$ cat config.mk
export PLATFORM = sky130hd
export DESIGN_NAME = ile_cell
export DESIGN_NICKNAME = d
export VERILOG_FILES = /design/src/hw/rtl/assert_macros.svh /design/src/hw/rtl/ile_pkg.sv /design/src/hw/rtl/ile_cell.sv
export SDC_FILE = /design/constraint.sdc
export NUM_CORES = 1
export LEC_CHECK = 0
export BUFFER_PORTS_ARGS = -buffer_cell sky130_fd_sc_hd__clkbuf_2
export CELL_PAD_IN_SITES_DETAIL_PLACEMENT = 1
export CELL_PAD_IN_SITES_GLOBAL_PLACEMENT = 2
export CORE_MARGIN = 4
export CORE_UTILIZATION = 26
export CTS_CLUSTER_DIAMETER = 100
export DETAILED_ROUTE_END_ITERATION = 12
export PLACE_DENSITY = 0.87
export SETUP_SLACK_MARGIN = 0.15
export SYNTH_ARGS = -nofsm -noshare
export SYNTH_HDL_FRONTEND = slang
export SYNTH_SLANG_ARGS = --single-unit
$ cat constraint.sdc
create_clock -name clk -period 5.8 [get_ports clk]
set_input_delay 0.87 -clock clk [delete_from_list [all_inputs] [get_ports clk]]
set_output_delay 0.87 -clock clk [all_outputs]
set_load 0.02 [all_outputs]
$ cat src/hw/rtl/assert_macros.svh
// Assertion helpers for the RTL. Both macros sample on the rising edge of clk
// and are switched off while rst is high.
`ifndef ASSERT_MACROS_SVH
`define ASSERT_MACROS_SVH

// A condition that must hold on every clock edge.
`define CHK_ALWAYS(label, expr) \
  label: assert property (@(posedge clk) disable iff (rst) (expr)) \
    else $error("invariant check failed");

// A condition that must hold in the cycle after its trigger.
`define CHK_NEXT(label, trig, expr) \
  label: assert property (@(posedge clk) disable iff (rst) (trig) |=> (expr)) \
    else $error("next-cycle check failed");

`endif

$ cat src/hw/rtl/ile_pkg.sv
package ile_pkg;

  localparam int ACT_W  = 2;
  localparam int POS_W  = 6;
  localparam int VAL_W  = 32;
  localparam int STAT_W = 2;
  localparam int CNT_W  = 7;
  localparam int SUM_W  = 38;

  typedef enum logic [ACT_W-1:0] {
    ACT_APPEND = 2'd0,
    ACT_INSERT = 2'd1,
    ACT_DELETE = 2'd2,
    ACT_SEARCH = 2'd3
  } action_t;

  typedef enum logic [STAT_W-1:0] {
    ST_OK    = 2'd0,
    ST_FULL  = 2'd1,
    ST_RANGE = 2'd2,
    ST_EMPTY = 2'd3
  } status_t;

  // What every cell of the chain does on the coming clock edge.
  typedef enum logic [2:0] {
    CM_HOLD   = 3'd0,
    CM_APPEND = 3'd1,
    CM_INSERT = 3'd2,
    CM_DELETE = 3'd3,
    CM_ROTATE = 3'd4
  } cell_mode_t;

  typedef struct packed {
    logic                    found;
    logic [POS_W-1:0]        found_position;
    logic signed [VAL_W-1:0] largest;
    logic signed [VAL_W-1:0] smallest;
    logic signed [SUM_W-1:0] total;
  } scan_res_t;

endpackage

$ cat src/hw/rtl/ile_cell.sv
module ile_cell #(
  parameter int DEPTH = 64,
  localparam int IW = $clog2(DEPTH),
  localparam int NW = $clog2(DEPTH + 1)
) (
  input  logic                            clk,
  input  ile_pkg::cell_mode_t             mode,
  input  logic [IW-1:0]                   idx,
  input  logic [NW-1:0]                   pos_n,
  input  logic [NW-1:0]                   used_n,
  input  logic signed [ile_pkg::VAL_W-1:0] value,
  input  logic signed [ile_pkg::VAL_W-1:0] left,
  input  logic signed [ile_pkg::VAL_W-1:0] right,
  input  logic signed [ile_pkg::VAL_W-1:0] first,
  output logic signed [ile_pkg::VAL_W-1:0] entry
);
  import ile_pkg::*;

  logic [NW-1:0]           idx_n;
  logic [NW-1:0]           idx_p1;
  logic signed [VAL_W-1:0] entry_next;

  assign idx_n  = NW'(idx);
  assign idx_p1 = idx_n + NW'(1);

  always_comb begin
    entry_next = entry;
    unique case (mode)
      CM_HOLD: begin
        entry_next = entry;
      end
      CM_APPEND: begin
        if (idx_n == used_n) entry_next = value;
      end
      CM_INSERT: begin
        if (idx_n == pos_n) begin
          entry_next = value;
        end else if (idx_n > pos_n && idx_n <= used_n) begin
          entry_next = left;
        end
      end
      CM_DELETE: begin
        if (idx_n >= pos_n && idx_p1 < used_n) entry_next = right;
      end
      CM_ROTATE: begin
        // The occupied part of the chain turns left by one; the head wraps
        // round to the last occupied cell.
        if (idx_p1 < used_n) begin
          entry_next = right;
        end else if (idx_p1 == used_n) begin
          entry_next = first;
        end
      end
      default: begin
        entry_next = entry;
      end
    endcase
  end

  always_ff @(posedge clk) begin
    entry <= entry_next;
  end

endmodule

# Yosys cells after proc, flatten, opt, wreduce, memory -nomap -nowiden

Index checks and enable logic that the tools add are counted.

$lt $le $gt $ge: 4
Equality and inequality tests: 11
Add/sub/neg operators: 1
Reductions and logical operators: 4
Multiplexer cells: 7

Operators with widths:

| cell                                                            | count |
|---|---|
| 32-bit two-way mux                                              | 6 |
| 32-bit one-hot mux with 4 select lines                          | 1 |
| 6-bit by 7-bit == test with 1-bit output                        | 2 |
| 6-bit by 1-bit adder with 7-bit output, second input constant   | 1 |
| 7-bit == test                                                   | 1 |
| 6-bit by 7-bit greater-or-equal comparator with 1-bit output    | 1 |
| 6-bit by 7-bit greater-than comparator with 1-bit output        | 1 |
| 6-bit by 7-bit less-or-equal comparator with 1-bit output       | 1 |
| 7-bit less-than comparator                                      | 1 |
| 3-bit by 2-bit == test with 1-bit output, second input constant | 2 |
| 3-bit inequality test, second input constant                    | 2 |
| 5-bit AND reduction                                             | 1 |
| 2-bit inequality test, second input constant                    | 2 |
| 4-bit nonzero test                                              | 1 |
| 3-bit by 1-bit == test with 1-bit output, second input constant | 1 |
| 3-bit == test, second input constant                            | 1 |
| 1-bit logical AND                                               | 2 |

Bits of input ports: 152
Register bits after elaboration: 32
Word-level logic and storage cells: 28

# Longest topological paths before layout

Word-level depth: 5
Depth in mapped cells: 10
Mapped depth without buffers: 8

# Worst setup path after synthesis

Ideal clock, no wire load.

Kind: input to register
From: in idx[0]
To: reg entry[0] (netlist bit) (enable)
Setup time: 0.450 ns
Cell stages on the path: 9
Data arrival time: 4.246 ns
Path buffers: 1
Slack: 1.104 ns
Path through: ha_1 > xor2_1 > ha_1 > a21oi_1 > o21a_1 > o221a_1 > buf_6 > nor2_1 > a2111oi_2

Word-level cells in the longest chain between the ends: 5

Ends and longest elaborated chain:

| item                                   | RTL line                       | RTL |
|---|---|---|
| start: declaration                     | ile_cell.sv:8                  | `input logic [IW-1:0] idx,` |
| 6-bit by 1-bit adder with 7-bit output | ile_cell.sv:24                 | `assign idx_p1 = idx_n + NW'(1);` |
| 7-bit less-than comparator             | ile_cell.sv:43, ile_cell.sv:48 |  |
| 1-bit logical AND                      | ile_cell.sv:43                 | `if (idx_n >= pos_n && idx_p1 < used_n) entry_next = right;` |
| 2-bit inequality test (no line)        | --                             |  |
| 5-bit AND reduction (no line) *        | --                             |  |
| end signal: assignment                 | ile_cell.sv:61                 | `entry <= entry_next;` |
| end: declaration                       | ile_cell.sv:15                 | `output logic signed [ile_pkg::VAL_W-1:0] entry` |

Every way passes the cells marked *; elsewhere a longest branch is shown, timed or not.
A chain may end at the register's enable or synchronous reset.

# Worst setup path after layout

From: in idx[2]
To: reg entry[20] (netlist bit) (enable)

Same word-level chain as after synthesis.

==> impl_metrics.yaml <==
outcome:
  status: "complete, no violations"
route:
  met2WireLength_mm: 5.592
  drtAntennaViolNets: 0
  wl_met3_um: 756
  totalWireLength_mm: 10.99
  drc: 0
  vias_per_cell: 5.131
  top_layer_used: "met4"
  wire_per_inst_um: 18.91
  drtIter0Drc: 85
  wirelength_met1_mm: 4.600
  vias: 2981
  drtPass1Iterations: 4
synthesis:
  synth.net_count: 433
  ys.flop_type: "edfxtp_1"
  synth_common_cells: "64 x mux2i_1, 32 x edfxtp_1, 32 x o22ai_1, 30 x a221oi_2, 20 x ha_1"
  synth.area.top_cells: "edfxtp_1 31%, mux2i_1 21%, a221oi_2 15%"
  ys_ff_latch: 32
  synth_area_per_cell_sq_um: 11.74
  ys_async_sr_fraction_pct: 0
  synth.most_common_cell: "mux2i_1"
  synth_seq_area_share_pct: 31.37
  synthDistinctLibCells: 39
  synth-edff-count: 32
  synth_warnings: 0
  synth_top_area_share_pct: 31.37
  yosysTopAreaCell: "edfxtp_1"
  syn_inst: 261
  syn_area_sq_um: 3063
floorplanning:
  fp.coreArea_sq_um: 11470
  start_util_pct: 26.71
  fp.dieH_um: 116.5
  die-width_um: 116.5
  die-area_sq_um: 13580
  pin_count: 184
  fp-row-count: 39
cells_and_area:
  diodes: 0
  fillCellCount: 1326
  drive_gt1_share_pct: 53.88
  largest_register: "entry"
  syn_to_final_growth_pct: 37.66
  largest_reg_flops: 32
  fin_util_pct: 36.77
  top_regs: "entry: 32 flops"
  nets: 610
critical_path:
  critPathKind: "in -> reg"
  cp-start-kind: "primary input"
  critPathRequiredTime_ns: 5.75
  path_max_fanout: 18
  arrival_ns: 3.45
  end_kind: "register"
clock_network:
  cts_tree: "done"
  post_cts_buffers: 0
  ctsResizeCount: 0
  cts_root_buf: "clkbuf_16"
  htreeDepth: 2
  clock_path_buffers: 2
  cts.sinks: 32
  holdBufCountCts: 0
  cts_buffers: 5
  cts.clk_slew.worst_paths_ns: 0.05
sta:
  relSlewSlack_pct: 56.42
  fin_crit_ns: 3.502
  fmax_mhz: 285.6
  setup_tns_ns: 0
  setup_viol: 0
  worst_pin_slew_ns: 0.6537
  drv_slew: 0
  hold_viol: 0
  rsz0062_at_grt: "no"
  finalWorstSetupSlack_ns: 2.298
  timing.hold.ws_ns: 1.042
  finalCritPeriodShare_pct: 60.38
power:
  vdd_ir_drop_max_mv: 0.08845
  cellPowerDensity_nw_per_um2: 202.1
  p_leak_nw: 2.009
global_routing:
  grt_pass1_wl_mm: 16.70
  grt.total_usage_pct: 15.47
  grt_max_degree: 34
  grt_pass1_vias: 3281
  antenna_found_initial: 0
  grt-ovfl-total: 0
placement:
  dp_hpwl_mm: 8.681
  gp_congestion: 0.7736
  portBuffers: 183
  dp_slack_ns: 2.007
flow_run:
  maxCapViolCount: 0
worst_hold_path:
  worst_hold_path_type: "in -> reg"
==> cell families (layout without fill, tap and decap cells) <==
| family | count (synthesis) | count (layout) | share of synthesized area (%) |
|---|---|---|---|
| mux | 64 | 64 | 20.91 |
| simple gates | 27 | 27 | 6.046 |
| compound gates | 81 | 81 | 25.61 |
| xor+xnor | 4 | 4 | 1.144 |
| fa+ha+maj | 20 | 20 | 8.170 |
| flops | 32 | 32 | 31.37 |
| buf+inv | 33 | 210 | 6.740 |
==> cell usage in the layout, fill, tap and decap left out, drive strengths merged <==
master,instances
o221a,2
nor3b,1
o21a,1
clkbuf,189
nand2,3
edfxtp,32
nand2b,1
or2,2
nor2,4
xor2,1
nor3,1
o22ai,32
mux2i,64
inv,12
buf,8
nand4,1
nand4b,2
nor2b,2
a221oi,32
nand3b,1
a2111oi,1
ha,20
clkinv,1
xnor2,3
a21o,2
and3,2
nand3,6
o21ai,1
nor4b,1
a21oi,10
==> per-stage QoR <==
step	cell area, sq um	power, mW	std cells
after detailed placement	4083	0.6121	574
after global placement	4083	0.6021	574
after CTS	4217	0.8658	581
final	4217	0.8521	581
after floorplan	3063	0.4954	261
after global routing	4217	0.9014	581
==> power by group <==
group          leakage [nW]  internal, mW  switching, mW
Clock                0.0667         0.156         0.0930
Combinational          1.64         0.130          0.174
Sequential            0.305         0.291        0.00766
Total                  2.01         0.578          0.275
==> final timing paths <==
path / from / endpoint / slack, ns / cells after the start
hold / removal: value[6] / entry[6] / 1.04 / 3
setup / recovery: idx[2] / entry[20] / 2.30 / 9
==> layout make-up <==
| type | instances | area [sq um] | area share [%] |
|---|---|---|---|
| Timing Repair Buffer | 191 | 975.9 | 23.15 |
| Tap cell | 143 | 178.9 | 4.243 |
| Clock buffer | 6 | 128.9 | 3.056 |
| Clock inverter | 1 | 5.005 | 0.1187 |
| Sequential cell | 32 | 960.9 | 22.79 |
| Multi-Input combinational cell | 196 | 1922 | 45.58 |
| Inverter | 12 | 45.04 | 1.068 |
==> worst max-delay path, stage by stage <==
cell	delay, ns
clkbuf_2	0.15
and3_1	0.22
and3_1	0.19
ha_1	0.31
a21oi_1	0.20
o221a_2	0.59
o21ai_1	0.21
a2111oi_4	0.36
buf_4	0.34
==> metal layers <==
layer	up-vias	track usage (%)
met5	-	0
met4	0	2.523
met3	2	2.383
met2	110	28.72
met1	1427	19.15
li1	1442	-
Power figures use the tool's default switching activity.
