<file path="config.mk">
export PLATFORM = sky130hd
export DESIGN_NAME = ile_scan
export DESIGN_NICKNAME = d
export VERILOG_FILES = /design/src/hw/rtl/assert_macros.svh /design/src/hw/rtl/ile_pkg.sv /design/src/hw/rtl/ile_scan.sv
export SDC_FILE = /design/constraint.sdc
export NUM_CORES = 1
export LEC_CHECK = 0
export ABC_CLOCK_PERIOD_IN_PS = 7200
export BUFFER_PORTS_ARGS = -buffer_cell sky130_fd_sc_hd__buf_2
export CAP_MARGIN = 0
export CORE_MARGIN = 2
export CORE_UTILIZATION = 50
export CTS_CLUSTER_SIZE = 25
export DETAILED_ROUTE_END_ITERATION = 10
export GPL_TIMING_DRIVEN = 0
export PLACE_DENSITY = 0.87
export SYNTH_ARGS = -nofsm -noshare
export SYNTH_HDL_FRONTEND = slang
export SYNTH_SLANG_ARGS = --single-unit
</file>
<file path="constraint.sdc">
create_clock -name clk -period 7.2 [get_ports clk]
set_clock_uncertainty 0.15 [all_clocks]
set_input_delay 2.16 -clock clk [delete_from_list [all_inputs] [get_ports clk]]
set_output_delay 2.16 -clock clk [all_outputs]
set_load 0.02 [all_outputs]
</file>
<file path="src/hw/rtl/assert_macros.svh">
// Assertion helpers for the RTL. Both macros sample on the rising edge of clk
// and are switched off while rst is high.
`ifndef ASSERT_MACROS_SVH
`define ASSERT_MACROS_SVH

// A condition that must hold on every clock edge.
`define CHK_ALWAYS(label, expr) \
  label: assert property (@(posedge clk) disable iff (rst) (expr)) \
    else $error("invariant check failed");

// A condition that must hold in the cycle after its trigger.
`define CHK_NEXT(label, trig, expr) \
  label: assert property (@(posedge clk) disable iff (rst) (trig) |=> (expr)) \
    else $error("next-cycle check failed");

`endif

</file>
<file path="src/hw/rtl/ile_pkg.sv">
package ile_pkg;

  localparam int ACT_W  = 2;
  localparam int POS_W  = 6;
  localparam int VAL_W  = 32;
  localparam int STAT_W = 2;
  localparam int CNT_W  = 7;
  localparam int SUM_W  = 38;

  typedef enum logic [ACT_W-1:0] {
    ACT_APPEND = 2'd0,
    ACT_INSERT = 2'd1,
    ACT_DELETE = 2'd2,
    ACT_SEARCH = 2'd3
  } action_t;

  typedef enum logic [STAT_W-1:0] {
    ST_OK    = 2'd0,
    ST_FULL  = 2'd1,
    ST_RANGE = 2'd2,
    ST_EMPTY = 2'd3
  } status_t;

  // What every cell of the chain does on the coming clock edge.
  typedef enum logic [2:0] {
    CM_HOLD   = 3'd0,
    CM_APPEND = 3'd1,
    CM_INSERT = 3'd2,
    CM_DELETE = 3'd3,
    CM_ROTATE = 3'd4
  } cell_mode_t;

  typedef struct packed {
    logic                    found;
    logic [POS_W-1:0]        found_position;
    logic signed [VAL_W-1:0] largest;
    logic signed [VAL_W-1:0] smallest;
    logic signed [SUM_W-1:0] total;
  } scan_res_t;

endpackage

</file>
<file path="src/hw/rtl/ile_scan.sv">
module ile_scan (
  input  logic                             clk,
  input  logic                             rst,
  input  logic                             start,
  input  logic                             step,
  input  logic signed [ile_pkg::VAL_W-1:0] elem,
  input  logic signed [ile_pkg::VAL_W-1:0] key,
  input  logic                             search_en,
  output ile_pkg::scan_res_t               res
);
  import ile_pkg::*;

  logic                    first_elem;
  logic [POS_W-1:0]        elem_pos;
  logic signed [SUM_W-1:0] elem_wide;

  assign elem_wide = {{(SUM_W - VAL_W){elem[VAL_W-1]}}, elem};

  always_ff @(posedge clk) begin
    if (rst) begin
      first_elem <= 1'b1;
      res.found  <= 1'b0;
    end else if (start) begin
      first_elem         <= 1'b1;
      res.found          <= 1'b0;
      elem_pos           <= '0;
      res.found_position <= '0;
      res.largest        <= '0;
      res.smallest       <= '0;
      res.total          <= '0;
    end else if (step) begin
      first_elem <= 1'b0;
      elem_pos   <= elem_pos + POS_W'(1);
      res.total  <= res.total + elem_wide;
      if (first_elem || elem > res.largest) res.largest <= elem;
      if (first_elem || elem < res.smallest) res.smallest <= elem;
      // Only the lowest matching position is kept.
      if (search_en && !res.found && elem == key) begin
        res.found          <= 1'b1;
        res.found_position <= elem_pos;
      end
    end
  end

endmodule
</file>
# [Word-level counts from Yosys, hierarchy flattened]
# Index checks and enable logic that the tools add are counted.
[word_totals] reg_bits=116 input_bits=69 output_inout_bits=109 word_cells=33
[op_classes] add_sub_neg=2 order_cmp=2 eq_ne=1 n_mux=5 bitwise_logic=1 n_reduce_logical=15
[ops] op="108-bit 2-to-1 mux" count=1
[ops] op="32-bit 2-to-1 mux" count=2
[ops] op="38-bit by 32-bit adder with 38-bit output" count=1
[ops] op="32-bit equality test" count=1
[ops] op="32-bit greater-than comparator" count=1
[ops] op="32-bit < comparator" count=1
[ops] op="6-bit 2-to-1 mux" count=2
[ops] op="3-bit AND reduction" count=3
[ops] op="2-bit nonzero test" count=4
[ops] op="6-bit by 1-bit adder with 6-bit output, second input constant" count=1
[ops] op="2-bit AND reduction" count=2
[ops] op="1-bit logical AND" count=2
[ops] op="1-bit logical OR" count=2
[ops] op="2-bit OR reduction" count=1
[ops] op="1-bit zero test" count=1
[ops] op="1-bit inverter" count=1

# [Logic depth before layout (Yosys ltp)]
# Gate-level depths: netlist of the first run.
[logic_depth] word_depth=5 depth_mapped=10 depth_no_buf=10

# [Least setup slack after synthesis of the first run]
# Ideal clock, no wire load.
[synth_timing] kind="input port to flip-flop" start="in start" end="reg res[38] in the netlist's numbering, enable pin" setup_time_ps=466 t_arrival_ps=7083 required_time_ps=6584 setup_slack_ps=-498 stages=7 n_path_buf=1 cell_sequence="clkbuf_1 nor2_1 nor2_1 nand3_1 a21oi_1 o21ai_0 o21ai_0"
[synth_between] elab_chain_len=2 word_cells_on_any_way=3 classes_between="3 x reduce/logical"
[synth_rtl] item="start, declared" line_no="ile_scan.sv:4" source="input logic start,"
[synth_rtl] item="2-bit nonzero test (no source line)"
[synth_rtl] item="3-bit AND reduction (no source line) (*)"
[synth_rtl] item="end, declared" line_no="ile_scan.sv:9" source="output ile_pkg::scan_res_t res"
# Every way passes the cells marked *; elsewhere a longest branch is shown, timed or not.
# A chain may end at the register's enable or synchronous reset.

# [Final worst setup path of the first run]
[layout_timing] start="in elem[0] in the netlist's numbering" end="reg res[36] in the netlist's numbering, data pin"
[layout_between] elab_chain_len=2
[layout_rtl] item="start, declared" line_no="ile_scan.sv:6" source="input logic signed [ile_pkg::VAL_W-1:0] elem,"
[layout_rtl] item="38-bit by 32-bit adder with 38-bit output" line_no="ile_scan.sv:34" source="res.total <= res.total + elem_wide;"
[layout_rtl] item="108-bit 2-to-1 mux" line_no="ile_scan.sv:31" source="end else if (step) begin"
# No other way between the ends. The select of a mux whose other input is x is not followed.

==> out/metrics.cfg, run 1 <==
[sta]
final-max-slew-violation-count=0
maxSlewHeadroom_pct=45.5
hold_slack_ps=337
period_share_pct=70.0
setup_viol=0
max_slew.worst_pin.slew_ps=811
fin_crit_ps=5040
hold_viol=0
rsz0062_at_grt=no
fmax_mhz=198

[final_layout]
final_cells=1235
final_cell_mix=178 x buf_2, 114 x edfxtp_1, 101 x ha_1
nFillCells=1258
final_common_cell=buf_2
drive_above_1_share_pct=22.1
final_nets=1174
area_growth_pct=23.5

[synthesis]
yosysTopAreaCell=edfxtp_1
async_flop_share_pct=0
yosysWarningCount=0
synth-seq-area-share_pct=42.2
synth_cell_type_count=64
syn-num-nets=976
synth_top_area_share_pct=41.7
ys_ff_latch=116
synth_cells=805
syn_avg_cell_area_um2=10.2
synth-edff-count=114
syn_area_um2=8200
synthTopCellsByArea=edfxtp_1 42%, ha_1 15%, xnor2_1 4.4%
ys.flop_type=edfxtp_1

[critical_path]
slowest_stage=o31ai_1
critPathBufInv=2
arrival_ps=5070
cp.required_ps=7220
crit_path_cell_trace=buf_2 -> ha_1 -> inv_1 -> fa_1 -> nor2b_4 -> o31a_1 -> o41a_1 -> a211oi_2 -> o31ai_1 -> a41oi_1 -> mux2_1
startpoint_type=input port
critical_path.max_stage_delay_ps=650
worst-setup-path-type=in2reg
path_max_fanout=4
worstSetupEndpointType=register
critPathTopFamily=compound AO/OA/AOI/OAI gates

[hold_path]
hp-class=reg2reg

[cts]
htreeDepth=4
worstSkewPairLatency_ps=430
cts.clk_slew.worst_paths_ps=60
clock_path_buffers=2
clkSinkCount=116
cts_tree=yes
postCtsSetupBuffers=0
cts_hold_buf=0
cts_made_buffers=17
post_cts_resized=0
cts-root-buf=clkbuf_16

[flow_run]
cap_violations=0

[pwr]
power_switching_uw=762
combPwrFrac_pct=25.9
p_seq_share_pct=34.3
ir_drop_uv=168
p_clk_share_pct=39.8
power_leakage_uw=0.00461
switching_share_pct=30.8
power_density_nw_per_um2=245
p_int_uw=1720
fin_total_pwr_uw=2480

[die]
fp-row-count=46
ios=178
die-area_um2=17400
die_w_um=132
dieHeight_um=132
coreArea_um2=15900
initial_core_util_pct=51.4

[global_routing]
grt_start_max_net_pins=32
grt_usage_pct=27.7
grt_pass1_vias=7072
grt_antenna_before_repair=2
overflow=0
grt_pass1_wl_um=37100

[drt]
vias=7211
wirelength_um=24500
drc=0
first_pass_iters=5
via_per_inst=5.84
drt_iter0_markers=652
wl_per_cell_um=19.8
ant_nets=0

[placed_design]
place_inst=1200
dp_hpwl_um=18700
io_buffers=176
gp_congestion=0.923

[run_status]
status=completed

==> power by group through the flow <==
stage	combinational (uW)	sequential, uW	clock (uW)
finish	641	850	986
global route	702	855	1010
CTS	635	849	985
detailed placement	627	862	0
global placement	598	866	0
floorplan	367	918	0
==> synthesized netlist by cell type (all sizes together), types with 4 or more instances <==
cell      n
buf       4
nand2    34
a21boi    5
and2      5
clkbuf   15
nand2b    4
nor2     59
mux2      7
xor2     14
a21o     40
nand3    12
a211oi    6
nand4    25
inv      76
ha      101
and4      4
nor2b    55
o21ai    28
edfxtp  114
a21oi    53
o21a      9
nor3b     4
and3      9
o211ai    5
o31ai     7
nor3     18
xnor2    41
==> area by class of cell <==
cell class | count | area, um^2 | share of cell area (%)
clock buffer | 17 | 425 | 4.20
multi-input combinational | 594 | 4410 | 43.5
clock inverter | 15 | 251 | 2.48
buffer | 19 | 73.8 | 0.729
sequential | 116 | 3460 | 34.2
inverter | 76 | 285 | 2.82
tap | 216 | 270 | 2.67
timing repair buffer | 179 | 941 | 9.29
antenna | 3 | 7.51 | 0.0741
==> worst min-delay path, stage by stage, from the launching register on <==
cell and delay (ps):
dfxtp_1 320, inv_1 60, o21ai_0 60
==> through the flow <==
| stage | TNS [ps] | instance area, um^2 | utilization (%) | setup slack, ps |
|---|---|---|---|---|
| after floorplan | 0 | 8200 | - | 363 |
| after detailed placement | 0 | 9440 | 59.2 | 1860 |
| final | 0 | 10100 | 63.5 | 2160 |
| after global routing | 0 | 10100 | 63.5 | 2070 |
| after CTS | 0 | 10100 | 63.5 | 2270 |
| after global placement | -95670 | 9350 | 58.7 | -1580 |
==> flip-flops by register name, indices dropped and copies added (netlist names) <==
signal / cells
elem_pos: 6
res: 109
first_elem: 1
==> per-layer routing <==
| metal | wire length (um) | global-route usage [%] | vias to the layer above |
|---|---|---|---|
| met5 | 0 | 0 | - |
| met4 | 1230 | 14.8 | 0 |
| met3 | 1880 | 5.69 | 77 |
| met2 | 11900 | 46.6 | 369 |
| met1 | 9490 | 33.5 | 3406 |
| li1 | - | - | 3359 |
==> cells by family after synthesis <==
logic type	Yosys count	share of synthesized area (%)
buf+inv	95	4.38
simple gates	244	15.8
mux	7	0.961
compound gates	186	15.1
xor+xnor	55	5.87
fa+ha+maj	102	15.7
flops	116	42.2
==> final timing paths <==
path,from,endpoint,slack [ps],cells after the start
setup / recovery,elem[0],res[36],2160,11
hold / removal,first_elem,first_elem,340,2
setup reg to reg,res[0],res[32],3690,10
hold reg to reg,first_elem,first_elem,340,2
Note: power is estimated with default switching activity, not from simulation.
==> inputs of run 2 (changes only) <==
--- a/config.mk
+++ b/config.mk
@@ -5,15 +5,15 @@
 export SDC_FILE = /design/constraint.sdc
 export NUM_CORES = 1
 export LEC_CHECK = 0
-export ABC_CLOCK_PERIOD_IN_PS = 7200
+export ABC_CLOCK_PERIOD_IN_PS = 4800
 export BUFFER_PORTS_ARGS = -buffer_cell sky130_fd_sc_hd__buf_2
 export CAP_MARGIN = 0
 export CORE_MARGIN = 2
-export CORE_UTILIZATION = 50
+export CORE_UTILIZATION = 54
 export CTS_CLUSTER_SIZE = 25
 export DETAILED_ROUTE_END_ITERATION = 10
 export GPL_TIMING_DRIVEN = 0
-export PLACE_DENSITY = 0.87
+export PLACE_DENSITY = 0.89
 export SYNTH_ARGS = -nofsm -noshare
 export SYNTH_HDL_FRONTEND = slang
 export SYNTH_SLANG_ARGS = --single-unit
==> constraint.sdc (replaced) <==
create_clock -name clk -period 4.8 [get_ports clk]
set_clock_uncertainty 0.15 [all_clocks]
set_input_delay 1.44 -clock clk [delete_from_list [all_inputs] [get_ports clk]]
set_output_delay 1.44 -clock clk [all_outputs]
set_load 0.02 [all_outputs]
==> run 2 against run 1 <==
  * Non-clock buffer count unchanged
  * Sequential power rose by 49%
  * Combinational power rose by 51%
  * First-iteration DRC count down 2.3%
  * Clock-buffer cell count grew 1
  * Flip-flop and latch count is the same
  * Register-to-register slack got worse by 2400 ps
  * Total power increased by 42%
  * Worst hold slack better by 23 ps
  * Worst setup slack got worse by 1600 ps
  * Clock power increased by 30%
  * Final area decreased by 1.1%
  * Critical path type unchanged
  * Highest routed layer unchanged
==> out/metrics.cfg, run 2 (synthesized netlist as in run 1, its figures left out) <==
[cts]
htreeDepth=4  ; unchanged
cts_hold_buf=0  ; unchanged
clkSinkCount=116  ; unchanged
clock_path_buffers=2  ; unchanged
cts_made_buffers=17  ; unchanged
post_cts_resized=0  ; unchanged
worstSkewPairLatency_ps=430  ; about the same
cts.clk_slew.worst_paths_ps=60  ; about the same
cts-root-buf=clkbuf_16
cts_tree=yes
postCtsSetupBuffers=0  ; unchanged

[critical_path]
rrSetupSlack_ps=1280  ; -2410 ps
r2r_cells=10  ; unchanged
regToRegStartpoint=res[0]
arrival_ps=4280  ; -790 ps
r2r-end=res[32]
path_max_fanout=5  ; +1
cp.required_ps=4830  ; -2390 ps
startpoint_type=input port
worstSetupEndpointType=register
worst-setup-path-type=in2reg

[sta]
fin_crit_ps=4250
final-max-slew-violation-count=0  ; unchanged
period_share_pct=88.5
maxSlewHeadroom_pct=50.6  ; +5.1 points
setup-tns-final_ps=0  ; unchanged
hold_viol=0  ; unchanged
setup_viol=0  ; unchanged
rsz0062_at_grt=no
max_slew.worst_pin.slew_ps=741  ; -69.7 ps
hold_slack_ps=360  ; +23.3 ps
fmax_mhz=235

[placed_design]
io_buffers=176  ; unchanged
dp_hpwl_um=18300  ; -1.8%
postPlaceCellArea_um2=9420  ; -0.29%
gp_congestion=0.974  ; +5.5%

[die]
coreArea_um2=15000  ; -5.7%
die_w_um=127  ; -3.7%
fp-row-count=45  ; -2.2%
ios=178  ; unchanged
initial_core_util_pct=54.6  ; +3.1 points
dieHeight_um=127  ; -3.7%
die-area_um2=16200  ; -7.2%

[drt]
wl_per_cell_um=19.8  ; about the same
ant_nets=0  ; unchanged
first_pass_iters=5  ; unchanged
vias=7236  ; +0.35%
via_per_inst=6.00  ; +2.8%
drt_iter0_markers=637  ; -2.3%
drc=0  ; unchanged
wirelength_um=23900  ; -2.4%

[pwr]
p_int_uw=2410  ; +40%
ir_drop_uv=285  ; +70%
power_switching_uw=1120  ; +47%
combPwrFrac_pct=27.4  ; +1.5 points
p_seq_share_pct=36.2  ; +1.9 points
switching_share_pct=31.7  ; +0.95 points
power_leakage_uw=0.00456  ; -1.2%
p_clk_share_pct=36.4  ; -3.4 points
fin_total_pwr_uw=3520  ; +42%
power_density_nw_per_um2=352  ; +44%

[final_layout]
fin_util_pct=66.6  ; +3.1 points
largest_reg_flops=109  ; unchanged
final_common_cell=buf_2
stdcell_area_um2=10000  ; -1.1%
area_growth_pct=22.1
drive_above_1_share_pct=21.9  ; -0.30 points
largest-register=res
final_cell_mix=178 x buf_2, 114 x edfxtp_1, 101 x ha_1
final_nets=1174  ; unchanged
reg_top3=res: 109 flops, elem_pos: 6 flops, first_elem: 1 flops

[global_routing]
grt_antenna_before_repair=1  ; -1
grt_usage_pct=29.8  ; +2.1 points
overflow=0  ; unchanged
grt_start_max_net_pins=32  ; unchanged
grt_pass1_wl_um=36600  ; -1.3%
grt_pass1_vias=7135  ; +0.89%

[hold_path]
hold_depth=1  ; -1
min_from=res[108]
hp-class=reg2reg
hold_end=res[108]

[run_status]
status=completed

[flow_run]
cap_violations=0  ; unchanged

[run 2: cell count changes in the layout (fill, tap and decap cells not counted), sizes merged]
cell | before | now
clkbuf | 32 | 33
diode | 3 | 2
clkinv | 5 | 6
inv | 80 | 76
clkinvlp | 0 | 5
bufinv | 6 | 3
[run 2: power groups by stage]
| stage | Combinational [uW] | Clock [uW] | Sequential (uW) |
|---|---|---|---|
| 2_1_floorplan | 552 | 0 | 1380 |
| 3_3_place_gp | 897 | 0 | 1290 |
| 3_5_place_dp | 939 | 0 | 1290 |
| 5_1_grt | 1060 | 1330 | 1280 |
| 6_report | 967 | 1280 | 1270 |
| 4_1_cts | 953 | 1280 | 1270 |
[run 2: worst max-delay path by stage]
stage	start	endpoint	slack [ps]	cells past startpoint
finish	elem[3]	res[31]	550	9
global placement	start	res[43]	-1240	7
global route	elem[0]	res[32]	410	11
floorplan	start	res[38]	30	7
CTS	elem[0]	res[32]	600	11
detailed placement	elem[3]	res[31]	170	9
[run 2: cell type report]
type / count / area, um^2
Fill cell: 1131 / 5020
Multi-Input combinational cell: 594 / 4410
Sequential cell: 116 / 3460
Timing Repair Buffer: 179 / 948
Clock buffer: 18 / 429
Inverter: 76 / 285
Tap cell: 188 / 235
Clock inverter: 14 / 163
Buffer: 19 / 73.8
Antenna cell: 2 / 5.00
[run 2: routing by layer]
metal	routed length, um	GRT usage, %	vias up	part of all wire, %
met3	1910	6.53	80	8.0
met4	1280	16.1	0	5.4
met2	11500	49.7	352	48
li1	-	-	3364	-
met1	9180	36.3	3440	38
met5	0	0	-	0
[run 2: through the flow]
| step | instances | worst slack [ps] |
|---|---|---|
| 4_1_cts | 1204 | 600 |
| 5_1_grt | 1204 | 408 |
| 2_1_floorplan | 805 | 27.6 |
| 6_report | 1206 | 552 |
| 3_3_place_gp | 1169 | -1240 |
| 3_5_place_dp | 1172 | 167 |
[run 2: worst max-delay path, cell delays in order]
cell      delay (ps)
buf_2            150
ha_1             360
and2_1           200
a221oi_2         300
a21oi_1          210
o311ai_1         540
nand3b_1         340
a221oi_1         380
mux2_1           350
==> inputs of run 3 (changes only) <==
--- a/config.mk
+++ b/config.mk
@@ -5,6 +5,7 @@
 export SDC_FILE = /design/constraint.sdc
 export NUM_CORES = 1
 export LEC_CHECK = 0
+export ABC_AREA = 1
 export ABC_CLOCK_PERIOD_IN_PS = 4800
 export BUFFER_PORTS_ARGS = -buffer_cell sky130_fd_sc_hd__buf_2
 export CAP_MARGIN = 0
@@ -13,7 +14,8 @@
 export CTS_CLUSTER_SIZE = 25
 export DETAILED_ROUTE_END_ITERATION = 10
 export GPL_TIMING_DRIVEN = 0
-export PLACE_DENSITY = 0.89
+export PLACE_DENSITY_LB_ADDON = 0.1
+export RECOVER_POWER = 50
 export SYNTH_ARGS = -nofsm -noshare
 export SYNTH_HDL_FRONTEND = slang
 export SYNTH_SLANG_ARGS = --single-unit
==> run 3 against run 2 <==
  * Maximum frequency increased by 11%
  * First-iteration DRC count up 0.31%
  * Via count up 8.3%
  * Sequential share of layout area shrank 0.82 points
  * Sequential power about the same
  * Worst setup slack better by 410 ps
  * Global-route usage down 1.5 points
  * Cell count grew 22%
  * Critical endpoint is now res[40]
  * Highest routed layer unchanged
==> out/metrics.cfg, run 3 <==
[run_status]
status=completed

[final_layout]
final_cell_mix=181 x nand2_1, 180 x inv_1, 136 x nor2_1
final_nets=1411  ; +20%
final_common_cell=nand2_1
largest-register=res
largest_reg_flops=109  ; unchanged
reg_top3=res: 109 flops, elem_pos: 6 flops, first_elem: 1 flops
stdcell_area_um2=10300  ; +2.4%
drive_above_1_share_pct=11.2  ; -11 points
area_growth_pct=20.6
fin_util_pct=67.0  ; +0.36 points
nFillCells=1398  ; +24%

[placed_design]
gp_congestion=0.886  ; -9.0%
io_buffers=176  ; unchanged
postPlaceCellArea_um2=9780  ; +3.9%
dp_hpwl_um=18600  ; +1.6%

[cts]
cts_made_buffers=17  ; unchanged
cts-root-buf=clkbuf_16
cts_tree=yes
cts_hold_buf=0  ; unchanged
cts.clk_slew.worst_paths_ps=50  ; about the same
htreeDepth=4  ; unchanged
clock_path_buffers=2  ; unchanged
clkSinkCount=116  ; unchanged
postCtsSetupBuffers=0  ; unchanged
post_cts_resized=0  ; unchanged
worstSkewPairLatency_ps=420  ; about the same

[global_routing]
grt_pass1_wl_um=36000  ; -1.7%
grt_pass1_vias=7232  ; +1.4%
grt_start_max_net_pins=26  ; -19%
grt_usage_pct=28.3  ; -1.5 points
overflow=0  ; unchanged
grt_antenna_before_repair=2  ; +1

[synthesis]
synth-seq-area-share_pct=40.7  ; -1.5 points
ys.flop_type=edfxtp_1
yosysTopAreaCell=edfxtp_1
synthTopCellsByArea=edfxtp_1 40%, ha_1 15%, nand2_1 8.0%
async_flop_share_pct=0  ; unchanged
synth_top_area_share_pct=40.3  ; -1.5 points
syn_area_um2=8500  ; +3.6%
synth-edff-count=114  ; unchanged
synth_cells=1041  ; +29%
synthTopCellsByCount=181 x nand2_1, 180 x inv_1, 137 x nor2_1
syn-num-nets=1212  ; +24%
ys_ff_latch=116  ; unchanged
syn_avg_cell_area_um2=8.17  ; -20%
yosysWarningCount=0  ; unchanged
synth_cell_type_count=47  ; -27%
synth_most_common_cell=nand2_1

[sta]
fmax_mhz=261  ; +11%
setup_viol=0  ; unchanged
period_share_pct=79.9  ; -8.6 points
maxSlewHeadroom_pct=44.3  ; -6.3 points
hold_viol=0  ; unchanged
fin_crit_ps=3830  ; -413 ps
final-max-slew-violation-count=0  ; unchanged
rsz0062_at_grt=no
max_slew.worst_pin.slew_ps=835  ; +94.0 ps

[pwr]
p_clk_share_pct=37.8  ; +1.4 points
power_density_nw_per_um2=337  ; -4.3%
power_leakage_uw=0.00475  ; +4.2%
p_int_uw=2360  ; -1.9%
p_seq_share_pct=36.4  ; +0.2 points
combPwrFrac_pct=25.8  ; -1.6 points
power_switching_uw=1090  ; -2.2%
ir_drop_uv=302  ; +6.0%
switching_share_pct=31.7  ; -0.069 points

[critical_path]
r2r_cells=11  ; +1
path_max_fanout=18  ; +13
cp.required_ps=4770  ; -60 ps
worstSetupEndpointType=register
startpoint_type=input port
worst-setup-path-type=in2reg
arrival_ps=3810  ; -470 ps

[die]
ios=178  ; unchanged
die-area_um2=16800  ; +3.5%
coreArea_um2=15300  ; +1.9%
die_w_um=129  ; +1.7%
dieHeight_um=129  ; +1.7%
initial_core_util_pct=55.5  ; +0.95 points
fp-row-count=45  ; unchanged

[drt]
vias=7833  ; +8.3%
via_per_inst=5.34  ; -11%
drt_iter0_markers=639  ; +0.31%
drc=0  ; unchanged
first_pass_iters=5  ; unchanged
wirelength_um=23600  ; -1.2%
ant_nets=0  ; unchanged
wl_per_cell_um=16.1  ; -19%

[hold_path]
hp-class=reg2reg
hold_depth=2  ; +1

[flow_run]
cap_violations=0  ; unchanged

==> run 3: cell types whose count changed after synthesis, sizes merged, moves of 26 or more <==
cell / delta
a21o: -34
a21oi: +62
inv: +106
nand2: +156
nor2: +81
nor2b: -55
o21ai: +26
xnor2: -29
==> run 3: per-stage QoR <==
step	cells	worst slack (ps)	power (uW)	setup TNS (ps)	hold slack [ps]
after floorplan	1041	-35.7	1870	-1140	270
after global placement	1428	-1670	2140	-104610	282
after detailed placement	1432	564	2170	0	287
after CTS	1464	1010	3470	0	298
after global routing	1467	877	3620	0	329
final	1468	965	3450	0	297
==> run 3: layout make-up <==
type	count	area, um^2	area share [%]
multi-input combinational	733	4340	42.3
sequential	116	3460	33.8
timing repair buffer	180	860	8.38
inverter	183	687	6.70
clock buffer	18	429	4.18
tap	211	264	2.57
clock inverter	14	166	1.62
buffer	9	35.0	0.342
antenna	4	10.0	0.0976
==> run 3: per-layer routing <==
metal / up-vias / wire length (um) / GRT usage (%)
met5: - / 0 / 0
met4: 0 / 667 / 10.9
met3: 41 / 1500 / 5.41
met2: 277 / 10900 / 46.4
met1: 3606 / 10500 / 37.2
li1: 3909 / - / -
==> run 3: path summary, 6_finish.rpt <==
check,startpoint,end,slack (ps)
worst max-delay path,start,res[40],970
worst min-delay path,first_elem,first_elem,300
worst max register to register,res[101],res[92],1940
worst min register to register,first_elem,first_elem,300
==> run 3: power groups by stage <==
stage                     logic [uW]  registers [uW]  clock network [uW]
after global placement           863            1270                   0
after CTS                        901            1250                1320
after global routing             997            1260                1360
final                            892            1260                1300
after detailed placement         892            1270                   0
after floorplan                  516            1360                   0
==> run 3: logic make-up after synthesis <==
family	count (synthesis)	synth area share, %
XOR/XNOR	18	1.85
AO/OA/AOI/OAI	207	13.5
adder cells (fa/ha/maj)	102	15.1
AND/OR/NAND/NOR	406	20.3
flip-flops	116	40.7
buffers and inverters	192	8.55
==> run 3: worst max-delay path, stage by stage <==
cell and delay (ps):
clkbuf_1 430, inv_1 260, a21oi_4 580, buf_16 230, inv_1 110, nor2_4 500, buf_16 240
